--- src/rtl/core/lkv_pkg.sv ---
package lkv_pkg;

  // Parameter defaults
  localparam int FRAME_COUNT_DEF = 16;
  localparam int K_MAX_DEF       = 4;
  localparam int TIME_WIDTH_DEF  = 32;

  // Fixed field widths
  localparam int ACT_W    = 2;
  localparam int FRAME_W  = 4;
  localparam int STATUS_W = 3;
  localparam int COUNT_W  = 5;
  localparam int FIU_W    = 5;
  localparam int HD_W     = 3;
  localparam int CFG_W    = 5;
  localparam int CFG_IX_W = 1;

  // Reset values of the configuration registers
  localparam logic [FIU_W-1:0] FIU_RESET = FIU_W'(16);
  localparam logic [HD_W-1:0]  HD_RESET  = HD_W'(2);

  // Register indexes
  localparam logic [CFG_IX_W-1:0] REG_FRAMES = 1'd0;
  localparam logic [CFG_IX_W-1:0] REG_DEPTH  = 1'd1;

  // Action codes
  localparam logic [ACT_W-1:0] ACT_ACCESS = 2'd0;
  localparam logic [ACT_W-1:0] ACT_SETEV  = 2'd1;
  localparam logic [ACT_W-1:0] ACT_REMOVE = 2'd2;
  localparam logic [ACT_W-1:0] ACT_EVICT  = 2'd3;

  // Status codes
  localparam logic [STATUS_W-1:0] ST_OK        = 3'd0;
  localparam logic [STATUS_W-1:0] ST_BAD_FRAME = 3'd1;
  localparam logic [STATUS_W-1:0] ST_NOT_EVICT = 3'd2;
  localparam logic [STATUS_W-1:0] ST_NO_VICTIM = 3'd3;
  localparam logic [STATUS_W-1:0] ST_TIME_SAT  = 3'd4;

  // Frame index select
  localparam logic [1:0] IDX_ITEM = 2'd0;
  localparam logic [1:0] IDX_SCAN = 2'd1;
  localparam logic [1:0] IDX_BEST = 2'd2;

  typedef struct packed {
    logic       item_load;
    logic [1:0] idx_sel;
    logic       cand_issue;
    logic       exec;
    logic       evict_apply;
    logic       out_load;
  } cmd_t;

  typedef struct packed {
    logic in_evict;
    logic lim_zero;
    logic scan_last;
    logic out_free;
  } sts_t;

endpackage

--- src/rtl/core/lkv_ifs.sv ---
interface lkv_in_if import lkv_pkg::*; ();
  logic               valid;
  logic               ready;
  logic [ACT_W-1:0]   action;
  logic [FRAME_W-1:0] frame;
  logic               evictable_value;

  modport source (output valid, action, frame, evictable_value, input ready);
  modport sink   (input valid, action, frame, evictable_value, output ready);
endinterface

interface lkv_out_if import lkv_pkg::*; ();
  logic                valid;
  logic                ready;
  logic [STATUS_W-1:0] status;
  logic [FRAME_W-1:0]  victim;
  logic                victim_found;
  logic [COUNT_W-1:0]  evictable_count;

  modport source (output valid, status, victim, victim_found, evictable_count,
                  input ready);
  modport sink   (input valid, status, victim, victim_found, evictable_count,
                  output ready);
endinterface

--- src/rtl/core/lkv_ctrl.sv ---
module lkv_ctrl import lkv_pkg::*; (
  input  logic clk,
  input  logic rst,
  input  logic in_valid,
  output logic in_ready,
  input  sts_t sts,
  output cmd_t cmd
);

  localparam logic [2:0] S_IDLE  = 3'd0;
  localparam logic [2:0] S_EXEC  = 3'd1;
  localparam logic [2:0] S_SCAN  = 3'd2;
  localparam logic [2:0] S_DRAIN = 3'd3;
  localparam logic [2:0] S_APPLY = 3'd4;
  localparam logic [2:0] S_FIN   = 3'd5;

  logic [2:0] state;
  logic [2:0] state_next;

  always_ff @(posedge clk) begin
    if (rst) begin
      state <= S_IDLE;
    end else begin
      state <= state_next;
    end
  end

  // Next state and commands
  always_comb begin
    state_next = state;
    cmd        = '0;
    cmd.idx_sel = IDX_ITEM;
    in_ready   = 1'b0;
    unique case (state)
      S_IDLE: begin
        in_ready = !rst;
        if (in_valid && !rst) begin
          cmd.item_load = 1'b1;
          if (!sts.in_evict) begin
            state_next = S_EXEC;
          end else if (sts.lim_zero) begin
            state_next = S_APPLY;
          end else begin
            state_next = S_SCAN;
          end
        end
      end
      S_EXEC: begin
        cmd.exec   = 1'b1;
        state_next = S_FIN;
      end
      S_SCAN: begin
        cmd.idx_sel    = IDX_SCAN;
        cmd.cand_issue = 1'b1;
        if (sts.scan_last) begin
          state_next = S_DRAIN;
        end
      end
      S_DRAIN: begin
        state_next = S_APPLY;
      end
      S_APPLY: begin
        cmd.idx_sel     = IDX_BEST;
        cmd.evict_apply = 1'b1;
        state_next      = S_FIN;
      end
      S_FIN: begin
        if (sts.out_free) begin
          cmd.out_load = 1'b1;
          state_next   = S_IDLE;
        end
      end
      default: begin
        state_next = S_IDLE;
      end
    endcase
  end

endmodule

--- src/rtl/core/lkv_datapath.sv ---
module lkv_datapath import lkv_pkg::*; #(
  parameter int FRAME_COUNT = FRAME_COUNT_DEF,
  parameter int K_MAX       = K_MAX_DEF,
  parameter int TIME_WIDTH  = TIME_WIDTH_DEF
) (
  input  logic                clk,
  input  logic                rst,
  input  logic                cfg_we,
  input  logic [CFG_IX_W-1:0] cfg_index,
  input  logic [CFG_W-1:0]    cfg_data,
  input  logic [ACT_W-1:0]    in_action,
  input  logic [FRAME_W-1:0]  in_frame,
  input  logic                in_ev,
  input  cmd_t                cmd,
  output sts_t                sts,
  output logic                out_valid,
  input  logic                out_ready,
  output logic [STATUS_W-1:0] out_status,
  output logic [FRAME_W-1:0]  out_victim,
  output logic                out_found,
  output logic [COUNT_W-1:0]  out_count
);

  localparam int FW   = (FRAME_COUNT > 1) ? $clog2(FRAME_COUNT) : 1;
  localparam int LW   = $clog2(FRAME_COUNT + 1);
  localparam int BW   = (LW > FIU_W) ? LW : FIU_W;
  localparam int CMPW = (LW > FRAME_W) ? LW : FRAME_W;
  localparam int KW   = $clog2(K_MAX + 1);
  localparam int DW   = (KW > HD_W) ? KW : HD_W;
  localparam int SW   = (K_MAX > 1) ? $clog2(K_MAX) : 1;
  localparam int PW   = KW + 1;
  localparam int DEPTH = FRAME_COUNT * K_MAX;
  localparam int AW   = $clog2(DEPTH);
  localparam int TW   = TIME_WIDTH;

  // Configuration registers
  logic [FIU_W-1:0] fiu;
  logic [HD_W-1:0]  hd;

  always_ff @(posedge clk) begin
    if (rst) begin
      fiu <= FIU_RESET;
      hd  <= HD_RESET;
    end else if (cfg_we) begin
      unique case (cfg_index)
        REG_FRAMES: fiu <= cfg_data[FIU_W-1:0];
        REG_DEPTH:  hd  <= cfg_data[HD_W-1:0];
        default: ;
      endcase
    end
  end

  // Effective frame limit and depth
  logic [LW-1:0] lim;
  logic [KW-1:0] k;

  assign lim = (BW'(fiu) > BW'(FRAME_COUNT)) ? LW'(FRAME_COUNT) : LW'(fiu);
  assign k   = (hd == '0) ? KW'(1) :
               (DW'(hd) > DW'(K_MAX)) ? KW'(K_MAX) : KW'(hd);

  // Held word
  logic [ACT_W-1:0]   item_action;
  logic [FRAME_W-1:0] item_frame;
  logic               item_ev;

  always_ff @(posedge clk) begin
    if (cmd.item_load) begin
      item_action <= in_action;
      item_frame  <= in_frame;
      item_ev     <= in_ev;
    end
  end

  // Per-frame state, access time counter and evictable-frame total
  logic [FRAME_COUNT-1:0] valid_m;
  logic [FRAME_COUNT-1:0] evict_m;
  logic [KW-1:0]          hcount [FRAME_COUNT];
  logic [SW-1:0]          wptr   [FRAME_COUNT];
  logic [TW-1:0]          tcount;
  logic [LW-1:0]          total;

  // Scan and best-candidate state
  logic [FW-1:0] si;
  logic          c_v;
  logic [FW-1:0] c_idx;
  logic          c_full;
  logic          have;
  logic [FW-1:0] best_idx;
  logic          best_full;
  logic [TW-1:0] best_key;

  // Shared frame index
  logic [FW-1:0] cur_idx;

  always_comb begin
    case (cmd.idx_sel)
      IDX_SCAN: cur_idx = si;
      IDX_BEST: cur_idx = best_idx;
      default:  cur_idx = FW'(item_frame);
    endcase
  end

  logic [KW-1:0] cur_n;
  logic [SW-1:0] cur_wp;
  logic          cur_full;
  logic [KW-1:0] off;
  logic [PW-1:0] slot_sum;
  logic [PW-1:0] key_slot;
  logic [SW-1:0] wp_inc;
  logic [AW-1:0] base;
  logic [AW-1:0] rd_addr;
  logic [AW-1:0] wr_addr;

  // History ring addressing: newest stamp sits just below the write pointer
  always_comb begin
    cur_n    = hcount[cur_idx];
    cur_wp   = wptr[cur_idx];
    cur_full = (cur_n >= k);
    off      = cur_full ? k : cur_n;
    slot_sum = PW'(cur_wp) + PW'(K_MAX) - PW'(off);
    key_slot = (slot_sum >= PW'(K_MAX)) ? slot_sum - PW'(K_MAX) : slot_sum;
    wp_inc   = (PW'(cur_wp) == PW'(K_MAX - 1)) ? '0 : SW'(PW'(cur_wp) + PW'(1));
    base     = AW'(cur_idx) * AW'(K_MAX);
    rd_addr  = base + AW'(key_slot);
    wr_addr  = base + AW'(cur_wp);
  end

  // Item decode
  logic in_range;
  logic is_access;
  logic is_setev;
  logic cur_valid;
  logic cur_evict;
  logic sat;

  assign in_range  = CMPW'(item_frame) < CMPW'(lim);
  assign is_access = (item_action == ACT_ACCESS);
  assign is_setev  = (item_action == ACT_SETEV);
  assign cur_valid = valid_m[cur_idx];
  assign cur_evict = evict_m[cur_idx];
  assign sat       = (tcount == {TW{1'b1}});

  // History memory
  logic [TW-1:0] hist_mem [DEPTH];
  logic [TW-1:0] rd_data;
  logic          mem_we;

  assign mem_we = cmd.exec && in_range && is_access;

  always_ff @(posedge clk) begin
    if (mem_we) begin
      hist_mem[wr_addr] <= tcount;
    end
    rd_data <= hist_mem[rd_addr];
  end

  // Candidate compare against the best so far
  logic better;
  assign better = (c_full == best_full) ? (rd_data < best_key) : !c_full;

  // Result hold
  logic [STATUS_W-1:0] res_status;
  logic [FRAME_W-1:0]  res_victim;
  logic                res_found;

  always_ff @(posedge clk) begin
    if (rst) begin
      valid_m   <= '0;
      evict_m   <= '0;
      hcount    <= '{default: '0};
      tcount    <= '0;
      total     <= '0;
      c_v       <= 1'b0;
      have      <= 1'b0;
      out_valid <= 1'b0;
    end else begin
      // scan pipeline
      c_v <= cmd.cand_issue && cur_evict;
      if (cmd.item_load) begin
        have <= 1'b0;
      end else if (c_v && (!have || better)) begin
        have <= 1'b1;
      end

      // execute access, set evictable or remove
      if (cmd.exec && in_range) begin
        if (is_access) begin
          if (!cur_valid) begin
            valid_m[cur_idx] <= 1'b1;
            evict_m[cur_idx] <= 1'b1;
            total            <= total + LW'(1);
          end
          hcount[cur_idx] <= cur_full ? k : cur_n + KW'(1);
          if (!sat) begin
            tcount <= tcount + TW'(1);
          end
        end else if (is_setev) begin
          if (cur_valid && (cur_evict != item_ev)) begin
            evict_m[cur_idx] <= item_ev;
            if (item_ev) begin
              total <= total + LW'(1);
            end else if (total != '0) begin
              total <= total - LW'(1);
            end
          end
        end else if (cur_valid && cur_evict) begin
          valid_m[cur_idx] <= 1'b0;
          evict_m[cur_idx] <= 1'b0;
          hcount[cur_idx]  <= '0;
          if (total != '0) begin
            total <= total - LW'(1);
          end
        end
      end

      // evict the chosen frame
      if (cmd.evict_apply && have) begin
        valid_m[cur_idx] <= 1'b0;
        evict_m[cur_idx] <= 1'b0;
        hcount[cur_idx]  <= '0;
        if (total != '0) begin
          total <= total - LW'(1);
        end
      end

      // output register
      if (cmd.out_load) begin
        out_valid <= 1'b1;
      end else if (out_ready) begin
        out_valid <= 1'b0;
      end
    end
  end

  // Payload registers
  always_ff @(posedge clk) begin
    if (cmd.item_load) begin
      si <= '0;
    end else if (cmd.cand_issue) begin
      si <= si + FW'(1);
    end
    c_idx  <= cur_idx;
    c_full <= cur_full;
    if (c_v && (!have || better)) begin
      best_idx  <= c_idx;
      best_full <= c_full;
      best_key  <= rd_data;
    end
    if (rst) begin
      wptr <= '{default: '0};
    end else if (cmd.exec && in_range && is_access) begin
      wptr[cur_idx] <= wp_inc;
    end

    if (cmd.exec) begin
      res_victim <= '0;
      res_found  <= 1'b0;
      if (!in_range) begin
        res_status <= ST_BAD_FRAME;
      end else if (is_access) begin
        res_status <= sat ? ST_TIME_SAT : ST_OK;
      end else if (!is_setev && cur_valid && !cur_evict) begin
        res_status <= ST_NOT_EVICT;
      end else begin
        res_status <= ST_OK;
      end
    end
    if (cmd.evict_apply) begin
      res_status <= have ? ST_OK : ST_NO_VICTIM;
      res_victim <= have ? FRAME_W'(best_idx) : '0;
      res_found  <= have;
    end

    if (cmd.out_load) begin
      out_status <= res_status;
      out_victim <= res_victim;
      out_found  <= res_found;
      out_count  <= COUNT_W'(total);
    end
  end

  // Status to the controller
  assign sts.in_evict  = (in_action == ACT_EVICT);
  assign sts.lim_zero  = (lim == '0);
  assign sts.scan_last = (LW'(si) + LW'(1) == lim);
  assign sts.out_free  = !out_valid || out_ready;

endmodule

--- src/rtl/core/lru_k_victim_selector.sv ---
// LRU-K victim selector. Access, set-evictable and remove words pass from
// acceptance to result through capture, an execute step and the result
// load. An evict word scans the frames below the frame limit one per cycle
// through the single read port of the history memory, then takes a drain,
// an apply and a result step; with a frame limit of zero it skips the scan
// and the drain. A new word is taken once the previous result is in the
// output register, even while that result still waits on the sink.
module lru_k_victim_selector import lkv_pkg::*; #(
  parameter int FRAME_COUNT = FRAME_COUNT_DEF,
  parameter int K_MAX       = K_MAX_DEF,
  parameter int TIME_WIDTH  = TIME_WIDTH_DEF
) (
  input  logic                clk,
  input  logic                rst,
  input  logic                cfg_we,
  input  logic [CFG_IX_W-1:0] cfg_index,
  input  logic [CFG_W-1:0]    cfg_data,
  lkv_in_if.sink              in_ch,
  lkv_out_if.source           out_ch
);

  cmd_t cmd;
  sts_t sts;

  lkv_ctrl u_ctrl (
    .clk      (clk),
    .rst      (rst),
    .in_valid (in_ch.valid),
    .in_ready (in_ch.ready),
    .sts      (sts),
    .cmd      (cmd)
  );

  lkv_datapath #(
    .FRAME_COUNT (FRAME_COUNT),
    .K_MAX       (K_MAX),
    .TIME_WIDTH  (TIME_WIDTH)
  ) u_dp (
    .clk        (clk),
    .rst        (rst),
    .cfg_we     (cfg_we),
    .cfg_index  (cfg_index),
    .cfg_data   (cfg_data),
    .in_action  (in_ch.action),
    .in_frame   (in_ch.frame),
    .in_ev      (in_ch.evictable_value),
    .cmd        (cmd),
    .sts        (sts),
    .out_valid  (out_ch.valid),
    .out_ready  (out_ch.ready),
    .out_status (out_ch.status),
    .out_victim (out_ch.victim),
    .out_found  (out_ch.victim_found),
    .out_count  (out_ch.evictable_count)
  );

endmodule
--- src/flat_wrapper.sv ---
// flat-port wrapper written by rule: the top's interface ports become plain ports
module lru_k_victim_selector_flat import lkv_pkg::*;
#(
  parameter int FRAME_COUNT = FRAME_COUNT_DEF,
  parameter int K_MAX       = K_MAX_DEF,
  parameter int TIME_WIDTH  = TIME_WIDTH_DEF
)
  (clk, rst, cfg_we, cfg_index, cfg_data, in_ch_valid, in_ch_action, in_ch_frame, in_ch_evictable_value, in_ch_ready, out_ch_valid, out_ch_status, out_ch_victim, out_ch_victim_found, out_ch_evictable_count, out_ch_ready);
  lkv_in_if in_ch_i ();
  lkv_out_if out_ch_i ();
  input  logic clk;
  input  logic rst;
  input  logic cfg_we;
  input  logic [CFG_IX_W-1:0] cfg_index;
  input  logic [CFG_W-1:0] cfg_data;
  input wire logic [$bits(in_ch_i.valid)-1:0] in_ch_valid;
  input wire logic [$bits(in_ch_i.action)-1:0] in_ch_action;
  input wire logic [$bits(in_ch_i.frame)-1:0] in_ch_frame;
  input wire logic [$bits(in_ch_i.evictable_value)-1:0] in_ch_evictable_value;
  output wire logic [$bits(in_ch_i.ready)-1:0] in_ch_ready;
  output wire logic [$bits(out_ch_i.valid)-1:0] out_ch_valid;
  output wire logic [$bits(out_ch_i.status)-1:0] out_ch_status;
  output wire logic [$bits(out_ch_i.victim)-1:0] out_ch_victim;
  output wire logic [$bits(out_ch_i.victim_found)-1:0] out_ch_victim_found;
  output wire logic [$bits(out_ch_i.evictable_count)-1:0] out_ch_evictable_count;
  input wire logic [$bits(out_ch_i.ready)-1:0] out_ch_ready;
  assign in_ch_i.valid = in_ch_valid;
  assign in_ch_i.action = in_ch_action;
  assign in_ch_i.frame = in_ch_frame;
  assign in_ch_i.evictable_value = in_ch_evictable_value;
  assign in_ch_ready = in_ch_i.ready;
  assign out_ch_valid = out_ch_i.valid;
  assign out_ch_status = out_ch_i.status;
  assign out_ch_victim = out_ch_i.victim;
  assign out_ch_victim_found = out_ch_i.victim_found;
  assign out_ch_evictable_count = out_ch_i.evictable_count;
  assign out_ch_i.ready = out_ch_ready;
  lru_k_victim_selector #(.FRAME_COUNT(FRAME_COUNT), .K_MAX(K_MAX), .TIME_WIDTH(TIME_WIDTH)) u_core (.clk(clk), .rst(rst), .cfg_we(cfg_we), .cfg_index(cfg_index), .cfg_data(cfg_data), .in_ch(in_ch_i), .out_ch(out_ch_i));
endmodule
--- config.mk ---
export PLATFORM = sky130hd
export DESIGN_NAME = lru_k_victim_selector_flat
export DESIGN_NICKNAME = d
export VERILOG_FILES = /design/src/rtl/core/lkv_pkg.sv /design/src/rtl/core/lkv_ifs.sv /design/src/rtl/core/lkv_ctrl.sv /design/src/rtl/core/lkv_datapath.sv /design/src/rtl/core/lru_k_victim_selector.sv /design/src/flat_wrapper.sv
export SDC_FILE = /design/constraint.sdc
export NUM_CORES = 2
export LEC_CHECK = 0
export BUFFER_PORTS_ARGS = -buffer_cell sky130_fd_sc_hd__buf_2
export CAP_MARGIN = 20
export CORE_MARGIN = 10
export CORE_UTILIZATION = 60
export CTS_BUF_LIST = sky130_fd_sc_hd__clkbuf_8
export CTS_CLUSTER_SIZE = 16
export DETAILED_ROUTE_END_ITERATION = 10
export GPL_ROUTABILITY_DRIVEN = 1
export GPL_TIMING_DRIVEN = 0
export PLACE_DENSITY = 0.76
export SETUP_SLACK_MARGIN = 0.05
export SLEW_MARGIN = 20
export SYNTH_ARGS = -nofsm -noshare
export SYNTH_HDL_FRONTEND = slang
export SYNTH_SLANG_ARGS = --single-unit
--- constraint.sdc ---
create_clock -name clk -period 9.3 [get_ports clk]
set_clock_uncertainty 0.2 [all_clocks]
set_input_delay 0.465 -clock clk [delete_from_list [all_inputs] [get_ports clk]]
set_output_delay 0.465 -clock clk [all_outputs]
set_load 0.02 [all_outputs]
==> impl_metrics.csv <==
group,metric,value,unit
outcome,status,"finished, final reports clean",
global_route,grt_pass1_wl,342,mm
worst_setup_path,cp-start-kind,"flop",
pwr,p_leak,33.6,nW
clocking,cts_buffer_depth,4,
routing,wl_per_cell,32.7,um
layout,finalInstanceArea,0.104,mm^2
timing,period_share,0.977,
worst_setup_path,end_kind,"flop",
timing,slew_headroom,0.198,
global_route,grt_usage,0.282,
timing,finalHoldViolCount,0,
routing,drt_iter0_drc,7069,
timing,fin_ws,0.211,ns
routing,wirelength,238,mm
routing,drc,0,
layout,nets,5083,
placed_design,gp_congestion,0.954,
logic_synthesis,yosysTopAreaCell,"edfxtp_1",
die,initial_utilization,0.604,
layout,utilization,0.692,
timing,fmax,110,MHz
logic_synthesis,syn_area_per_cell,20.3,um^2
timing,rsz0062_at_grt,"true",
timing,worst_pin_slew,1.20,ns
logic_synthesis,synth_edf_count,2113,
logic_synthesis,synth_area,0.0906,mm^2
pwr,vdd_drop_max,0.000208,V
placed_design,dp_slack,-1.73,ns
logic_synthesis,netlist_top_cells_area,"edfxtp_1, mux4_2, dfxtp_1",
die,die_height,409,um
routing,vias,48700,
timing,period_minus_slack,9.09,ns
global_route,first_global_vias,48700,
clocking,cts_made_buffers,368,
clocking,post_cts_buffers,0,
logic_synthesis,synth_commonest_cells,"edfxtp_1, mux4_2, nor2_1",
die,core_area,0.150,mm^2
hold_path,hp-class,"input pin to flop",
clocking,path_clk_slew,0.06,ns
pwr,powerDensity,314,mW/mm^2
logic_synthesis,synthCells,4474,
logic_synthesis,synth_cell_types,74,
logic_synthesis,ys_seq_area_frac,0.745,
timing,maxSlewViolCount,0,
worst_setup_path,crit_type,"flop to flop",
flow_run,drv_cap,0,
logic_synthesis,synth_top_area_frac,0.700,
global_route,overflow,0,
clocking,clock_latency,1.01,ns
clocking,cts_root_buffer,"clkbuf_8",
die,dieWidth,409,um
die,ios,33,
logic_synthesis,synthArstFlopShare,0,
die,dieArea,0.167,mm^2
placed_design,post_dp_cell_area,0.0966,mm^2
global_route,antenna_found_initial,9,
worst_setup_path,required,9.96,ns
die,core.rowCount,142,
worst_setup_path,cp.arrival,9.75,ns
clocking,cts_tree,"built",
worst_setup_path,crit_fanout,19,
logic_synthesis,synth_ff_type,"edfxtp_1",
placed_design,hpwl,154,mm
layout,drive_above_1_share,0.284,
timing,setup_viol,0,
routing,avgViaCountPerCell,6.67,
logic_synthesis,post-synth-top-count-cell,"edfxtp_1",
timing,fin_hold_ws,0.144,ns
placed_design,io_buffers,32,
clocking,cts.sinks,2317,
logic_synthesis,ys_ff_latch,2317,
routing,drtAntennaViolNets,0,
global_route,grt_max_degree,69,
layout,syn_to_final_growth,14.6,%
logic_synthesis,ys_warn_count,0,
clocking,htreeDepth,5,
routing,first_pass_iters,6,
logic_synthesis,syn_nets,4539,
-- cells by family (layout without fill, tap and decap cells) --
| logic type | count (synthesis) | in the layout | share of synthesized area |
|---|---|---|---|
| DFF | 2317 | 2317 | 0.745 |
| other | 0 | 4 | 0 |
| AOI/OAI and AO/OA | 422 | 422 | 0.0310 |
| xor gates and xnor gates | 42 | 42 | 0.00406 |
| buffers and inverters | 316 | 1121 | 0.0140 |
| and+or+nand+nor | 628 | 628 | 0.0331 |
| adders and majority gates | 47 | 47 | 0.00665 |
| muxes | 702 | 702 | 0.166 |
-- power breakdown --
part	internal (W)	switching [W]	leakage (nW)
clock network	0.00403	0.00384	3.83
registers	0.0114	0.0000817	21.1
logic	0.00570	0.00757	8.70
total	0.0211	0.0115	33.6
-- repair_timing --
action / 4_1_cts / 5_1_grt
endpoints found under the setup margin: 32 / 32
resized for setup: 104 / 106
endpoints found under the hold margin: 45 / 0
hold buffers: 35 / 0
-- area by class of cell --
type	instances	area (um^2)
Fill cell	8955	46100
Tap cell	2016	2520
Inverter	79	297
Antenna cell	4	10.0
Multi-Input combinational cell	1841	22500
Buffer	235	1180
Sequential cell	2317	67700
Clock inverter	238	1110
Timing Repair Buffer	176	3150
Clock buffer	393	5410
-- routing by layer --
| layer | GRT usage | part of all wire | vias to the layer above |
|---|---|---|---|
| met4 | 0.117 | 0.046 | 0 |
| met3 | 0.0729 | 0.12 | 546 |
| met5 | 0 | 0 | - |
| met1 | 0.390 | 0.37 | 25200 |
| met2 | 0.433 | 0.47 | 3232 |
| li1 | - | - | 19700 |
-- path summary, 6_finish.rpt --
| path | start | to | slack, ns | cells past startpoint |
|---|---|---|---|---|
| max | u_core.u_dp.item_frame[1] | u_core.u_dp.rd_data[7] | 0.21 | 22 |
| min reg2reg | u_core.u_dp.rd_data[27] | u_core.u_dp.best_key[27] | 0.19 | 0 |
| max reg2reg | u_core.u_dp.item_frame[1] | u_core.u_dp.rd_data[7] | 0.21 | 22 |
| min | out_ch_ready | u_core.u_dp.out_valid | 0.14 | 5 |
-- layout by cell type, fill, tap and decap left out, drive strengths merged, types with 6 or more instances in the layout --
master	instances
a2111oi	9
a211oi	92
a21boi	6
a21o	21
a21oi	118
a311oi	11
a31oi	18
and2	12
and3	16
buf	205
bufinv	6
clkbuf	557
clkinv	102
dfxtp	204
dlygate4sd3	35
edfxtp	2113
ha	45
inv	207
mux2i	61
mux4	640
nand2	119
nand2b	10
nand3	102
nand4	18
nor2	225
nor2b	46
nor3	28
nor4	10
o211ai	13
o21ai	75
o31ai	7
o32ai	25
or3	19
xnor2	19
xor2	23
-- per-stage QoR --
stage,power [W],instances,TNS (ns)
2_1_floorplan,0.0198,4474,0
3_3_place_gp,0.0242,6522,-53.08
3_5_place_dp,0.0244,6630,-47.49
4_1_cts,0.0324,7294,0
5_1_grt,0.0335,7297,0
6_report,0.0326,7299,0
-- worst max-delay path, cell delays in order, from the launching register on --
cell and delay (ns):
edfxtp_1 0.50, nand2_1 0.27, nand3_1 0.32, nor2_4 0.36
clkbuf_4 0.41, buf_2 0.38, mux2i_1 0.34, mux2i_1 0.17
mux2i_1 0.42, inv_1 0.10, ha_1 0.28, nand2b_1 0.19
a31o_2 0.27, a311oi_4 0.30, o21ai_0 0.26, ha_1 0.31
fa_2 0.84, clkbuf_2 0.60, clkbuf_1 0.78, mux4_2 0.42
mux4_2 0.55, mux2i_1 0.47, a21oi_1 0.13
-- state kept, by name, indices dropped and copies added, names as in the netlist, 5 cells and up --
register               flops
u_core.u_dp.hist_mem    2048
u_core.u_dp.fiu            5
u_core.u_dp.total          5
u_core.u_dp.tcount        32
u_core.u_dp.best_key      32
u_core.u_dp.evict_m       16
u_core.u_dp.valid_m       16
u_core.u_dp.out_count      5
u_core.u_dp.wptr          32
u_core.u_dp.rd_data       32
u_core.u_dp.hcount        48
(Power assumes the default switching activity.)
